`src/rtl/core/unix_seconds_to_calendar_defines.svh`:
```
// Assertion macros for the seconds-to-calendar converter.
// Included by modules that carry concurrent checks; depends on nothing.
`ifndef UNIX_SECONDS_TO_CALENDAR_DEFINES_SVH
`define UNIX_SECONDS_TO_CALENDAR_DEFINES_SVH

// antecedent implies consequent in the same cycle
`define US2CAL_ASSERT_SAME(label, clk, rst_n, ante, cons, msg) \
    label: assert property (@(posedge clk) disable iff (!rst_n) (ante) |-> (cons)) \
        else $error(msg);

// antecedent implies consequent in the following cycle
`define US2CAL_ASSERT_NEXT(label, clk, rst_n, ante, cons, msg) \
    label: assert property (@(posedge clk) disable iff (!rst_n) (ante) |=> (cons)) \
        else $error(msg);

`endif

```
`src/rtl/core/us2cal_pkg.sv`:
```
// Constants, field widths and the month length table for the calendar converter.
// No dependencies.
`timescale 1ns / 1ps
`default_nettype none

package us2cal_pkg;

    localparam logic [31:0] EPOCH_2000_SECONDS = 32'd946684800;
    localparam logic [31:0] SPAN_SECONDS       = 32'd3155760000;
    localparam logic [31:0] DIV_SEC            = 32'd60;
    localparam logic [31:0] DIV_MIN            = 32'd60;
    localparam logic [31:0] DIV_HOUR           = 32'd24;
    localparam logic [31:0] DIV_WEEK           = 32'd7;
    localparam logic [15:0] DAYS_QUAD          = 16'd1461;
    localparam logic [15:0] DAYS_YEAR          = 16'd365;
    localparam logic [15:0] DAYS_LEAP_YEAR     = 16'd366;
    localparam logic [3:0]  MONTH_FEB          = 4'd2;
    localparam logic [3:0]  MONTH_APR          = 4'd4;
    localparam logic [3:0]  MONTH_JUN          = 4'd6;
    localparam logic [3:0]  MONTH_SEP          = 4'd9;
    localparam logic [3:0]  MONTH_NOV          = 4'd11;
    localparam logic [3:0]  MONTH_DEC          = 4'd12;
    localparam logic [3:0]  MONTH_JAN          = 4'd1;
    localparam logic [2:0]  WEEKDAY_SAT        = 3'd6;
    localparam int          OUT_DATA_W         = 40;

    typedef struct packed {
        logic [2:0] weekday;
        logic [5:0] second;
        logic [5:0] minute;
        logic [4:0] hour;
        logic [4:0] day;
        logic [3:0] month;
        logic [6:0] year_offset;
    } cal_fields_t;

    function automatic logic [4:0] month_length(input logic [3:0] month, input logic leap);
        logic [4:0] len;
        unique case (month)
            MONTH_FEB:                                   len = leap ? 5'd29 : 5'd28;
            MONTH_APR, MONTH_JUN, MONTH_SEP, MONTH_NOV: len = 5'd30;
            default:                                     len = 5'd31;
        endcase
        return len;
    endfunction

endpackage

`default_nettype wire

```
`src/rtl/core/unix_seconds_to_calendar.sv`:
```
// Usage: seconds since 1970 in on s_*, calendar date and time for 2000..2099 out on m_*.
// One beat on s_tdata (32-bit count) gives one beat on m_tdata; m_tuser is out_of_range.
// From accept to m_tvalid the sequencer runs the shared subtractor through, in order:
// epoch rebase, range check, 32 steps each for /60, /60, /24, 16 steps for the weekday
// mod 7, 1 to 25 four-year steps, 1 to 4 year steps, 1 to 12 month steps, then the
// load of the output register. An input before 2000 goes from the epoch rebase, one
// after 2099 from the range check, straight to that load.
// s_tready is high only while the sequencer idles, so one beat is in flight at a time;
// the next beat is accepted only once the result is loaded.
// The finished beat sits in the output register; s_tready returns as soon as it is
// loaded, so a new beat is converted while the receiver stalls, and the sequencer
// waits before loading only if the earlier result is still untaken.
// Reset (rst_n low, asynchronous) returns the sequencer to idle and drops m_tvalid.
// An out-of-range input gives zero calendar fields with m_tuser high.
// Depends on us2cal_pkg and unix_seconds_to_calendar_defines.svh.
`timescale 1ns / 1ps
`default_nettype none
`include "unix_seconds_to_calendar_defines.svh"

module unix_seconds_to_calendar
    import us2cal_pkg::*;
(
    input  wire logic                  clk,
    input  wire logic                  rst_n,
    input  wire logic                  s_tvalid,
    output logic                       s_tready,
    input  wire logic [31:0]           s_tdata,   // [31:0] unix_seconds
    output logic                       m_tvalid,
    input  wire logic                  m_tready,
    output logic [OUT_DATA_W-1:0]      m_tdata,   // [6:0] year_offset, [10:7] month,
                                                  // [15:11] day, [20:16] hour,
                                                  // [26:21] minute, [32:27] second,
                                                  // [35:33] weekday, [39:36] zero
    output logic                       m_tuser    // [0] out_of_range
);

    typedef enum logic [3:0] {
        S_IDLE, S_RANGE, S_SPAN, S_DIV_SEC, S_DIV_MIN, S_DIV_HOUR, S_DIV_WEEK,
        S_QUAD, S_YEAR, S_MONTH, S_DONE
    } state_t;

    state_t      state_reg,   state_next;
    logic [31:0] work_reg,    work_next;
    logic [5:0]  rem_reg,     rem_next;
    logic [4:0]  cnt_reg,     cnt_next;
    logic [15:0] days_reg,    days_next;
    logic [6:0]  year_reg,    year_next;
    logic [3:0]  month_reg,   month_next;
    logic [5:0]  second_reg,  second_next;
    logic [5:0]  minute_reg,  minute_next;
    logic [4:0]  hour_reg,    hour_next;
    logic [2:0]  weekday_reg, weekday_next;
    logic        oor_reg,     oor_next;
    logic        m_tvalid_reg, m_tvalid_next;
    logic [OUT_DATA_W-1:0] m_tdata_reg, m_tdata_next;
    logic        m_tuser_reg, m_tuser_next;

    logic [31:0] sub_a, sub_b;
    logic [32:0] sub_diff;
    logic        sub_borrow;
    logic        div_state;
    logic [6:0]  trial;
    logic        leap;
    cal_fields_t fields;

    assign div_state = (state_reg == S_DIV_SEC) || (state_reg == S_DIV_MIN) ||
                       (state_reg == S_DIV_HOUR) || (state_reg == S_DIV_WEEK);
    assign trial     = {rem_reg, work_reg[31]};
    assign leap      = (year_reg[1:0] == 2'd0);

    // shared subtract and compare unit
    always_comb
    begin
        sub_a = {16'd0, days_reg};
        sub_b = 32'd0;
        unique case (state_reg)
            S_RANGE:
            begin
                sub_a = work_reg;
                sub_b = EPOCH_2000_SECONDS;
            end
            S_SPAN:
            begin
                sub_a = work_reg;
                sub_b = SPAN_SECONDS;
            end
            S_DIV_SEC:
            begin
                sub_a = {25'd0, trial};
                sub_b = DIV_SEC;
            end
            S_DIV_MIN:
            begin
                sub_a = {25'd0, trial};
                sub_b = DIV_MIN;
            end
            S_DIV_HOUR:
            begin
                sub_a = {25'd0, trial};
                sub_b = DIV_HOUR;
            end
            S_DIV_WEEK:
            begin
                sub_a = {25'd0, trial};
                sub_b = DIV_WEEK;
            end
            S_QUAD:  sub_b = {16'd0, DAYS_QUAD};
            S_YEAR:  sub_b = {16'd0, leap ? DAYS_LEAP_YEAR : DAYS_YEAR};
            S_MONTH: sub_b = {27'd0, month_length(month_reg, leap)};
            default: sub_b = 32'd0;
        endcase
    end

    assign sub_diff   = {1'b0, sub_a} - {1'b0, sub_b};
    assign sub_borrow = sub_diff[32];

    always_comb
    begin
        fields.year_offset = year_reg;
        fields.month       = month_reg;
        fields.day         = days_reg[4:0] + 5'd1;
        fields.hour        = hour_reg;
        fields.minute      = minute_reg;
        fields.second      = second_reg;
        fields.weekday     = weekday_reg;
    end

    always_comb
    begin
        state_next    = state_reg;
        work_next     = work_reg;
        rem_next      = rem_reg;
        cnt_next      = cnt_reg;
        days_next     = days_reg;
        year_next     = year_reg;
        month_next    = month_reg;
        second_next   = second_reg;
        minute_next   = minute_reg;
        hour_next     = hour_reg;
        weekday_next  = weekday_reg;
        oor_next      = oor_reg;
        m_tvalid_next = m_tvalid_reg && !m_tready;
        m_tdata_next  = m_tdata_reg;
        m_tuser_next  = m_tuser_reg;

        // one restoring division step
        if (div_state)
        begin
            rem_next  = sub_borrow ? trial[5:0] : sub_diff[5:0];
            work_next = {work_reg[30:0], !sub_borrow};
            cnt_next  = cnt_reg + 5'd1;
        end

        unique case (state_reg)
            S_IDLE:
            begin
                if (s_tvalid)
                begin
                    work_next  = s_tdata;
                    oor_next   = 1'b0;
                    state_next = S_RANGE;
                end
            end
            S_RANGE:
            begin
                if (sub_borrow)
                begin
                    oor_next   = 1'b1;
                    state_next = S_DONE;
                end
                else
                begin
                    work_next  = sub_diff[31:0];
                    state_next = S_SPAN;
                end
            end
            S_SPAN:
            begin
                rem_next = 6'd0;
                cnt_next = 5'd0;
                if (!sub_borrow)
                begin
                    oor_next   = 1'b1;
                    state_next = S_DONE;
                end
                else
                begin
                    state_next = S_DIV_SEC;
                end
            end
            S_DIV_SEC:
            begin
                if (cnt_reg == 5'd31)
                begin
                    second_next = rem_next;
                    rem_next    = 6'd0;
                    state_next  = S_DIV_MIN;
                end
            end
            S_DIV_MIN:
            begin
                if (cnt_reg == 5'd31)
                begin
                    minute_next = rem_next;
                    rem_next    = 6'd0;
                    state_next  = S_DIV_HOUR;
                end
            end
            S_DIV_HOUR:
            begin
                if (cnt_reg == 5'd31)
                begin
                    hour_next  = rem_next[4:0];
                    days_next  = work_next[15:0];
                    work_next  = {work_next[15:0], 16'd0};
                    rem_next   = 6'd0;
                    cnt_next   = 5'd16;
                    state_next = S_DIV_WEEK;
                end
            end
            S_DIV_WEEK:
            begin
                if (cnt_reg == 5'd31)
                begin
                    weekday_next = (rem_next[2:0] == 3'd0) ? WEEKDAY_SAT
                                                           : rem_next[2:0] - 3'd1;
                    year_next    = 7'd0;
                    state_next   = S_QUAD;
                end
            end
            S_QUAD:
            begin
                if (!sub_borrow)
                begin
                    days_next = sub_diff[15:0];
                    year_next = year_reg + 7'd4;
                end
                else
                begin
                    state_next = S_YEAR;
                end
            end
            S_YEAR:
            begin
                if (!sub_borrow)
                begin
                    days_next = sub_diff[15:0];
                    year_next = year_reg + 7'd1;
                end
                else
                begin
                    month_next = MONTH_JAN;
                    state_next = S_MONTH;
                end
            end
            S_MONTH:
            begin
                if (!sub_borrow && (month_reg != MONTH_DEC))
                begin
                    days_next  = sub_diff[15:0];
                    month_next = month_reg + 4'd1;
                end
                else
                begin
                    state_next = S_DONE;
                end
            end
            S_DONE:
            begin
                // hold until the output register is free
                if (!m_tvalid_reg || m_tready)
                begin
                    m_tvalid_next = 1'b1;
                    m_tuser_next  = oor_reg;
                    m_tdata_next  = oor_reg ? '0 : {4'd0, fields};
                    state_next    = S_IDLE;
                end
            end
            default: state_next = S_IDLE;
        endcase
    end

    always_ff @(posedge clk or negedge rst_n)
    begin
        if (!rst_n)
        begin
            state_reg    <= S_IDLE;
            m_tvalid_reg <= 1'b0;
            work_reg     <= '0;
            rem_reg      <= '0;
            cnt_reg      <= '0;
            days_reg     <= '0;
            year_reg     <= '0;
            month_reg    <= '0;
            second_reg   <= '0;
            minute_reg   <= '0;
            hour_reg     <= '0;
            weekday_reg  <= '0;
            oor_reg      <= 1'b0;
            m_tdata_reg  <= '0;
            m_tuser_reg  <= 1'b0;
        end
        else
        begin
            state_reg    <= state_next;
            m_tvalid_reg <= m_tvalid_next;
            work_reg     <= work_next;
            rem_reg      <= rem_next;
            cnt_reg      <= cnt_next;
            days_reg     <= days_next;
            year_reg     <= year_next;
            month_reg    <= month_next;
            second_reg   <= second_next;
            minute_reg   <= minute_next;
            hour_reg     <= hour_next;
            weekday_reg  <= weekday_next;
            oor_reg      <= oor_next;
            m_tdata_reg  <= m_tdata_next;
            m_tuser_reg  <= m_tuser_next;
        end
    end

    assign s_tready = (state_reg == S_IDLE);
    assign m_tvalid = m_tvalid_reg;
    assign m_tdata  = m_tdata_reg;
    assign m_tuser  = m_tuser_reg;

    `US2CAL_ASSERT_SAME(a_oor_zero, clk, rst_n, m_tvalid && m_tuser, m_tdata == '0,
        "out-of-range beat carries nonzero calendar fields")
    `US2CAL_ASSERT_SAME(a_date_valid, clk, rst_n, m_tvalid && !m_tuser,
        (m_tdata[10:7] >= 4'd1) && (m_tdata[10:7] <= 4'd12) && (m_tdata[15:11] != 5'd0) &&
        (m_tdata[20:16] <= 5'd23) && (m_tdata[35:33] <= 3'd6) && (m_tdata[6:0] <= 7'd99),
        "in-range beat carries an impossible date")
    `US2CAL_ASSERT_NEXT(a_busy_after_accept, clk, rst_n, s_tvalid && s_tready, !s_tready,
        "sequencer idle right after accepting a beat")
    `US2CAL_ASSERT_SAME(a_rem_bound, clk, rst_n, state_reg == S_DIV_HOUR, rem_reg < 6'd24,
        "division remainder exceeds divisor")

endmodule

`default_nettype wire
```
`config.mk`:
```
export PLATFORM = sky130hd
export DESIGN_NAME = unix_seconds_to_calendar
export DESIGN_NICKNAME = d
export VERILOG_FILES = /design/src/rtl/core/us2cal_pkg.sv /design/src/rtl/core/unix_seconds_to_calendar.sv
export VERILOG_INCLUDE_DIRS = /design/src /design/src/rtl/core
export SDC_FILE = /design/constraint.sdc
export NUM_CORES = 1
export LEC_CHECK = 0
export BUFFER_PORTS_ARGS = -buffer_cell sky130_fd_sc_hd__clkbuf_2
export CAP_MARGIN = 20
export CORE_MARGIN = 2
export CORE_UTILIZATION = 35
export CTS_CLUSTER_SIZE = 20
export DETAILED_ROUTE_END_ITERATION = 7
export HOLD_SLACK_MARGIN = 0.15
export SLEW_MARGIN = 30
export SYNTH_ARGS = -nofsm -noshare
export SYNTH_HDL_FRONTEND = slang
export SYNTH_SLANG_ARGS = --single-unit
export TNS_END_PERCENT = 100
```
`constraint.sdc`:
```
create_clock -name clk -period 6.9 [get_ports clk]
set_clock_uncertainty 0.15 [all_clocks]
set_input_delay 1.38 -clock clk [delete_from_list [all_inputs] [get_ports clk]]
set_output_delay 1.38 -clock clk [all_outputs]
set_load 0.01 [all_outputs]
```
Yosys cells after proc, flatten, opt, wreduce, memory -nomap -nowiden
Cells that the tools add are included.

Bits in registers: 137. Output and inout port bits: 43. Word-level logic and storage cells: 134.

$add $sub $neg: 7. Reductions and logical operators: 32. Mux-type cells: 48. Eq/ne operators: 32.

Operators with widths (number): $pmux W32 S8 (1); $mux W32 (4); $pmux W32 S3 (1); $pmux W32 S2 (1); $mux W4 (13); $mux W16 (3); $pmux W16 S3 (1); $pmux W4 S11 (1); $mux W36 (1); $sub A32 B32 Y33 (1); $eq A4 B3 Y1 const B (6); $ne A2 B2 Y1 const B (11); $mux W7 (3); $pmux W7 S3 (1); $eq A4 B4 Y1 const B (5); $mux W6 (3); $eq A4 B2 Y1 const B (3); $pmux W6 S2 (1); $reduce_and A4 Y1 (3); $add A5 B1 Y5 const B (2); $mux W5 (2); $pmux W5 S2 (1); $reduce_and A2 Y1 (5); $reduce_and A9 Y1 (1); other kinds (26) (45).

Logic depth before layout (Yosys ltp)
Depth after elaboration: 9. Depth in mapped cells: 24. Gate-level depth less buffers: 20.

Worst setup path before layout
No wires, ideal clock.

Path type: reg2reg. Start: register state_reg[2]. End: register weekday_reg[2]. Arrival time: 5324 ps. Stages on the path, launching flop included: 21. Period minus slack after synthesis: 5600 ps. Path slack: 1300 ps. Required time: 6624 ps. Setup time: 126 ps. Cell sequence: dfrtp_1 -> buf_6 -> clkbuf_1 -> clkinv_1 -> xnor2_1 -> nor2_1 -> clkbuf_1 -> clkbuf_1 -> clkbuf_1 -> o21ai_0 -> ha_1 -> a211oi_1 -> nor2_1 -> or3_1 -> a311oi_1 -> o22ai_2 -> a211oi_4 -> mux2_4 -> a211oi_1 -> xor2_1 -> o21ai_1.

Longest elaborated chain between the ends: 8.

RTL lines: start, declared (line unix_seconds_to_calendar.sv:42) `state_t state_reg, state_next;`; start signal, assigned (line unix_seconds_to_calendar.sv:305) `state_reg <= state_next;`; $eq A4 B2 Y1 (tied with other cells) (line unix_seconds_to_calendar.sv:66, unix_seconds_to_calendar.sv:76); $reduce_or A2 Y1 (no line) or $reduce_or A4 Y1 (tied branches); $pmux W32 S8 or $pmux W32 S2 (tied branches) (line unix_seconds_to_calendar.sv:76) `unique case (state_reg)`; $sub A32 B32 Y33 (line unix_seconds_to_calendar.sv:114) `assign sub_diff = {1'b0, sub_a} - {1'b0, sub_b};`; $mux W6 (line unix_seconds_to_calendar.sv:149) `rem_next = sub_borrow ? trial[5:0] : sub_diff[5:0];`; $mux W6 (line unix_seconds_to_calendar.sv:147) `if (div_state)`; $sub A3 B1 Y3 or $logic_not A3 Y1 (tied branches) (line unix_seconds_to_calendar.sv:226, unix_seconds_to_calendar.sv:225); $mux W3 (line unix_seconds_to_calendar.sv:225) `weekday_next = (rem_next[2:0] == 3'd0) ? WEEKDAY_SAT`; end signal, assigned (line unix_seconds_to_calendar.sv:316) `weekday_reg <= weekday_next;`; end, declared (line unix_seconds_to_calendar.sv:52) `logic [2:0] weekday_reg, weekday_next;`.

Several ways; a longest one is shown, not always the timed one. A chain may end at the register's enable or synchronous reset.

Worst setup path after layout
Start: register state_reg[2]. End: register year_reg[4].

Longest elaborated chain between the ends: 6.

RTL lines: $eq A4 B2 Y1 (tied with other cells) (line unix_seconds_to_calendar.sv:76); $reduce_or A2 Y1 (no line) or $reduce_or A4 Y1 (tied branches); $pmux W32 S8 or $pmux W32 S2 (tied branches) (line unix_seconds_to_calendar.sv:76); $sub A32 B32 Y33 (line unix_seconds_to_calendar.sv:114); $ne A2 B2 Y1 (no line); $reduce_and A4 Y1 (no line); end signal, assigned (line unix_seconds_to_calendar.sv:311) `year_reg <= year_next;`; end, declared (line unix_seconds_to_calendar.sv:47) `logic [6:0] year_reg, year_next;`.

Several ways; a longest one is shown, not always the timed one.

==> metrics.md <==
| Metric | Value |
|---|---|
| Outcome | finished clean |
| R2r worst-path depth | 20 |
| Total of max-cap violations | 0 |
| Reg-to-Reg End | year_reg[4]$_DFFE_PN0P_ |
| Die area | about 27000 um^2 |
| Final Hold Viols | 0 |
| Syn Std Cell Area | between 8000 and 9000 um^2 |
| Top cell by count, worst path | a21oi_1 |
| Worst setup endpoint | year_reg[4]$_DFFE_PN0P_ |
| CTS tree | yes |
| First-pass GRT wire length | between 40000 and 50000 um |
| Layout cell share with drive strength beyond 1 | between 10% and 20% |
| Slew Viols, Final | 0 |
| Count of endpoints failing setup in the final report | 0 |
| Resize count post-CTS | 0 |
| CP cell instances | clkinv_1 > xnor2_1 > nor2_4 > buf_12 > a22o_1 > a21oi_1 > ha_1 > inv_1 > fa_1 > a21oi_1 > nand4b_1 > nand4bb_1 > a311oi_1 > o22ai_2 > a211oi_4 > buf_4 > o22ai_1 > a21oi_1 > nor2_1 > a2bb2oi_1 |
| Crit share post-route | 91.6% |
| Floorplan row count | 58 |
| Slowest-stage cell, CP | dfrtp_1 |
| Wire length per cell | roughly 19 um |
| Main synth FF type | dfrtp_1 |
| Post-layout minimum cycle time | ~6.3 ns |
| Initial core utilization | a little over a third |
| N_diodes | 0 |
| DRT Wirelength | ~27000 um |
| CP required | 7.10 ns |
| Post-CTS setup buffer count | 0 |
| Via Count | between 8000 and 9000 |
| CTS Root Cell | clkbuf_16 |
| CP Buf/Inv Count | 4 |
| Vias in the first global route | ~7600 |
| Die height | approximately 160 um |
| R2R Setup Slk | between 0.5 and 0.6 ns |
| EDFF count, synth | 0 |
| Post-Syn Instances | ~1100 |
| CTS clock-pin slew for the worst setup and hold paths | approximately 0.07 ns |
| Post-route DRC violation count | 0 |
| Least-Margin Pin Slew | 0.916 ns |
| Seq cells post-synth | approximately 130 |
| Startpoint Class | flop |
| Bufs on Longest Clock Path | 2 |
| Hold Crit Class | reg -> reg |
| Max reg flops | 36 |
| Seq/Total Area, Yosys | between 30 and 40% |
| Die W | about 160 um |
| Pin count of the biggest net entering global routing | 73 |
| Critical path depth | 20 |
| Kind of critical path | reg -> reg |
| RSZ-0062 raised after global routing | false |
| Hold_buf cts | 0 |
| Worst Setup SP | state_reg[2]$_DFFE_PN0P_ |
| Post-DP HPWL | a little under 20000 um |
| RePlAce Congestion | between 0.8 and 0.9 |
| Maximum clock frequency | ~160 MHz |
| H-Tree Depth | 4 |
| IO Pins | between 70 and 80 |
| Sum Neg Setup Slack | 0 ns |
| Drt first pass iters | 7 |
| CTS buffer count | 17 |
| Max-slew headroom | around two fifths |
| Core ar. | between 20000 and 30000 um^2 |
| Later-pin clock latency in the skew report | roughly 0.43 ns |
| Synthesis-to-finish area growth | 13.5% |
| Synth Warn # | 0 |
| Antenna violations before repair | 0 |
| Final ANT Viol Nets | 0 |
| Critical Path Fanout Max | 56 |
| Crit. End Element | flop |
| Fillers | approximately 2600 |
| Crit path DAT | approximately 6.5 ns |
| Drt first-iter violations | between 700 and 800 |
| CP top delay family | compound AO/OA/AOI/OAI gates |
| Post-synthesis async set-or-reset flop share | 100% |
| CP peak stage delay | 0.78 ns |
| Overflow after GRT | 0 |
| Worst r2r src | state_reg[2]$_DFFE_PN0P_ |
| Clk sinks | 133 |
| Tot GR Track Use | 20.7% |
| Final nets | 1195 |
| Synth unique cells | 76 |
| Vias/cell | ~5.6 |
| Mean Syn Cell Area | around 8.3 um^2 |
| Port Buffers | 74 |
==> worst min path at each step <==
stage	start	to	slack (ns)	cells past startpoint
2_1_floorplan	hour_reg[0]$_DFFE_PN0P_	hour_reg[0]$_DFFE_PN0P_	0.30	2
6_report	m_tdata[8]$_DFFE_PN0P_	m_tdata[8]$_DFFE_PN0P_	0.33	2
4_1_cts	m_tdata[8]$_DFFE_PN0P_	m_tdata[8]$_DFFE_PN0P_	0.34	2
3_3_place_gp	days_reg[10]$_DFFE_PN0P_	days_reg[10]$_DFFE_PN0P_	0.31	2
5_1_grt	minute_reg[1]$_DFFE_PN0P_	minute_reg[1]$_DFFE_PN0P_	0.36	2
3_5_place_dp	m_tdata[8]$_DFFE_PN0P_	m_tdata[8]$_DFFE_PN0P_	0.32	2
==> cell usage after synthesis, drive strengths merged, types with 7 or more instances <==
master	n	area [um^2]
buf	22	136
xor2	17	149
nor2b	12	75.1
o31ai	11	82.6
a21o	11	82.6
nand2	178	668
and3	21	131
inv	19	71.3
and2	7	43.8
nand3	16	80.1
mux2	10	116
clkbuf	44	166
mux2i	30	300
ha	34	425
o22ai	8	56.3
a21oi	77	404
a211oi	10	100
a22oi	17	128
nor2	84	318
nor3	12	60.1
a31oi	14	87.6
nand2b	41	257
xnor2	19	166
dfrtp	133	3330
a221oi	7	67.6
o21ai	127	636
==> final cells by class <==
class	count	area, um^2	area share (%)
Tap cell	330	413	4.06
Clock buffer	17	425	4.18
Sequential cell	133	3330	32.7
Clock inverter	15	149	1.46
Multi-Input combinational cell	863	5290	51.9
Timing Repair Buffer	89	502	4.93
Inverter	20	75.1	0.737
==> cells by family after synthesis <==
kind of cell,synth area share [%]
AOI/OAI and AO/OA,24.7
and+or+nand+nor,20.9
buffers and inverters,4.21
other,0.0418
muxes,4.64
xor gates and xnor gates,3.51
adders and majority gates,4.96
DFF,37.1
==> layout by cell type (no fill, tap or decap), types with 5 or more instances in the layout <==
cell type and instances:
nand2_1 177, dfrtp_1 132, o21ai_0 102, nor2_1 82, a21oi_1 74, clkbuf_2 73
nand2b_1 41, ha_1 34, mux2i_1 30, o21ai_1 25, and3_1 21, xnor2_1 19
inv_1 19, a22oi_1 17, xor2_1 17, clkbuf_16 17, nand3_1 16, a31oi_1 14
buf_4 14, nor3_1 12, nor2b_1 12, a21o_1 11, o31ai_1 11, mux2_2 9
a211oi_1 8, and2_1 7, o22ai_1 7, a221o_1 6, a32oi_1 6, a221oi_1 6
nand4_1 6, a211o_1 6, o221ai_1 6, inv_6 6, o21a_1 5, or3_1 5
o211ai_1 5, inv_8 5
==> worst register-to-register path: cells and delay by family (launching register included) <==
kind	cells	cell delay, ns
compound gates	9	2.78
buf+inv	4	1.03
flops	1	0.78
fa+ha+maj	2	0.59
simple gates	4	0.51
xor+xnor	1	0.40
==> per-layer routing <==
layer / global-route usage (%) / wire length [um] / part of all wire [%]
met5: 0 / 0 / 0
met4: 6.30 / 524 / 1.9
met3: 3.76 / 1750 / 6.4
met2: 31.1 / 12000 / 44
met1: 30.2 / 12900 / 47
==> per-stage QoR <==
stage	setup WS (ns)	std cells	instance area (um^2)	hold WS (ns)	util (%)
after CTS	0.719	1467	10200	0.337	40.4
after global placement	0.907	1435	9610	0.311	38.1
after global routing	0.156	1467	10200	0.359	40.4
after floorplan	1.30	1082	8980	0.297	-
final	0.579	1467	10200	0.329	40.4
after detailed placement	0.764	1435	9610	0.321	38.1
Power is left out: the tool's default activity adds up to more than one toggle a clock period on the data nets, which glitch-free logic cannot reach.
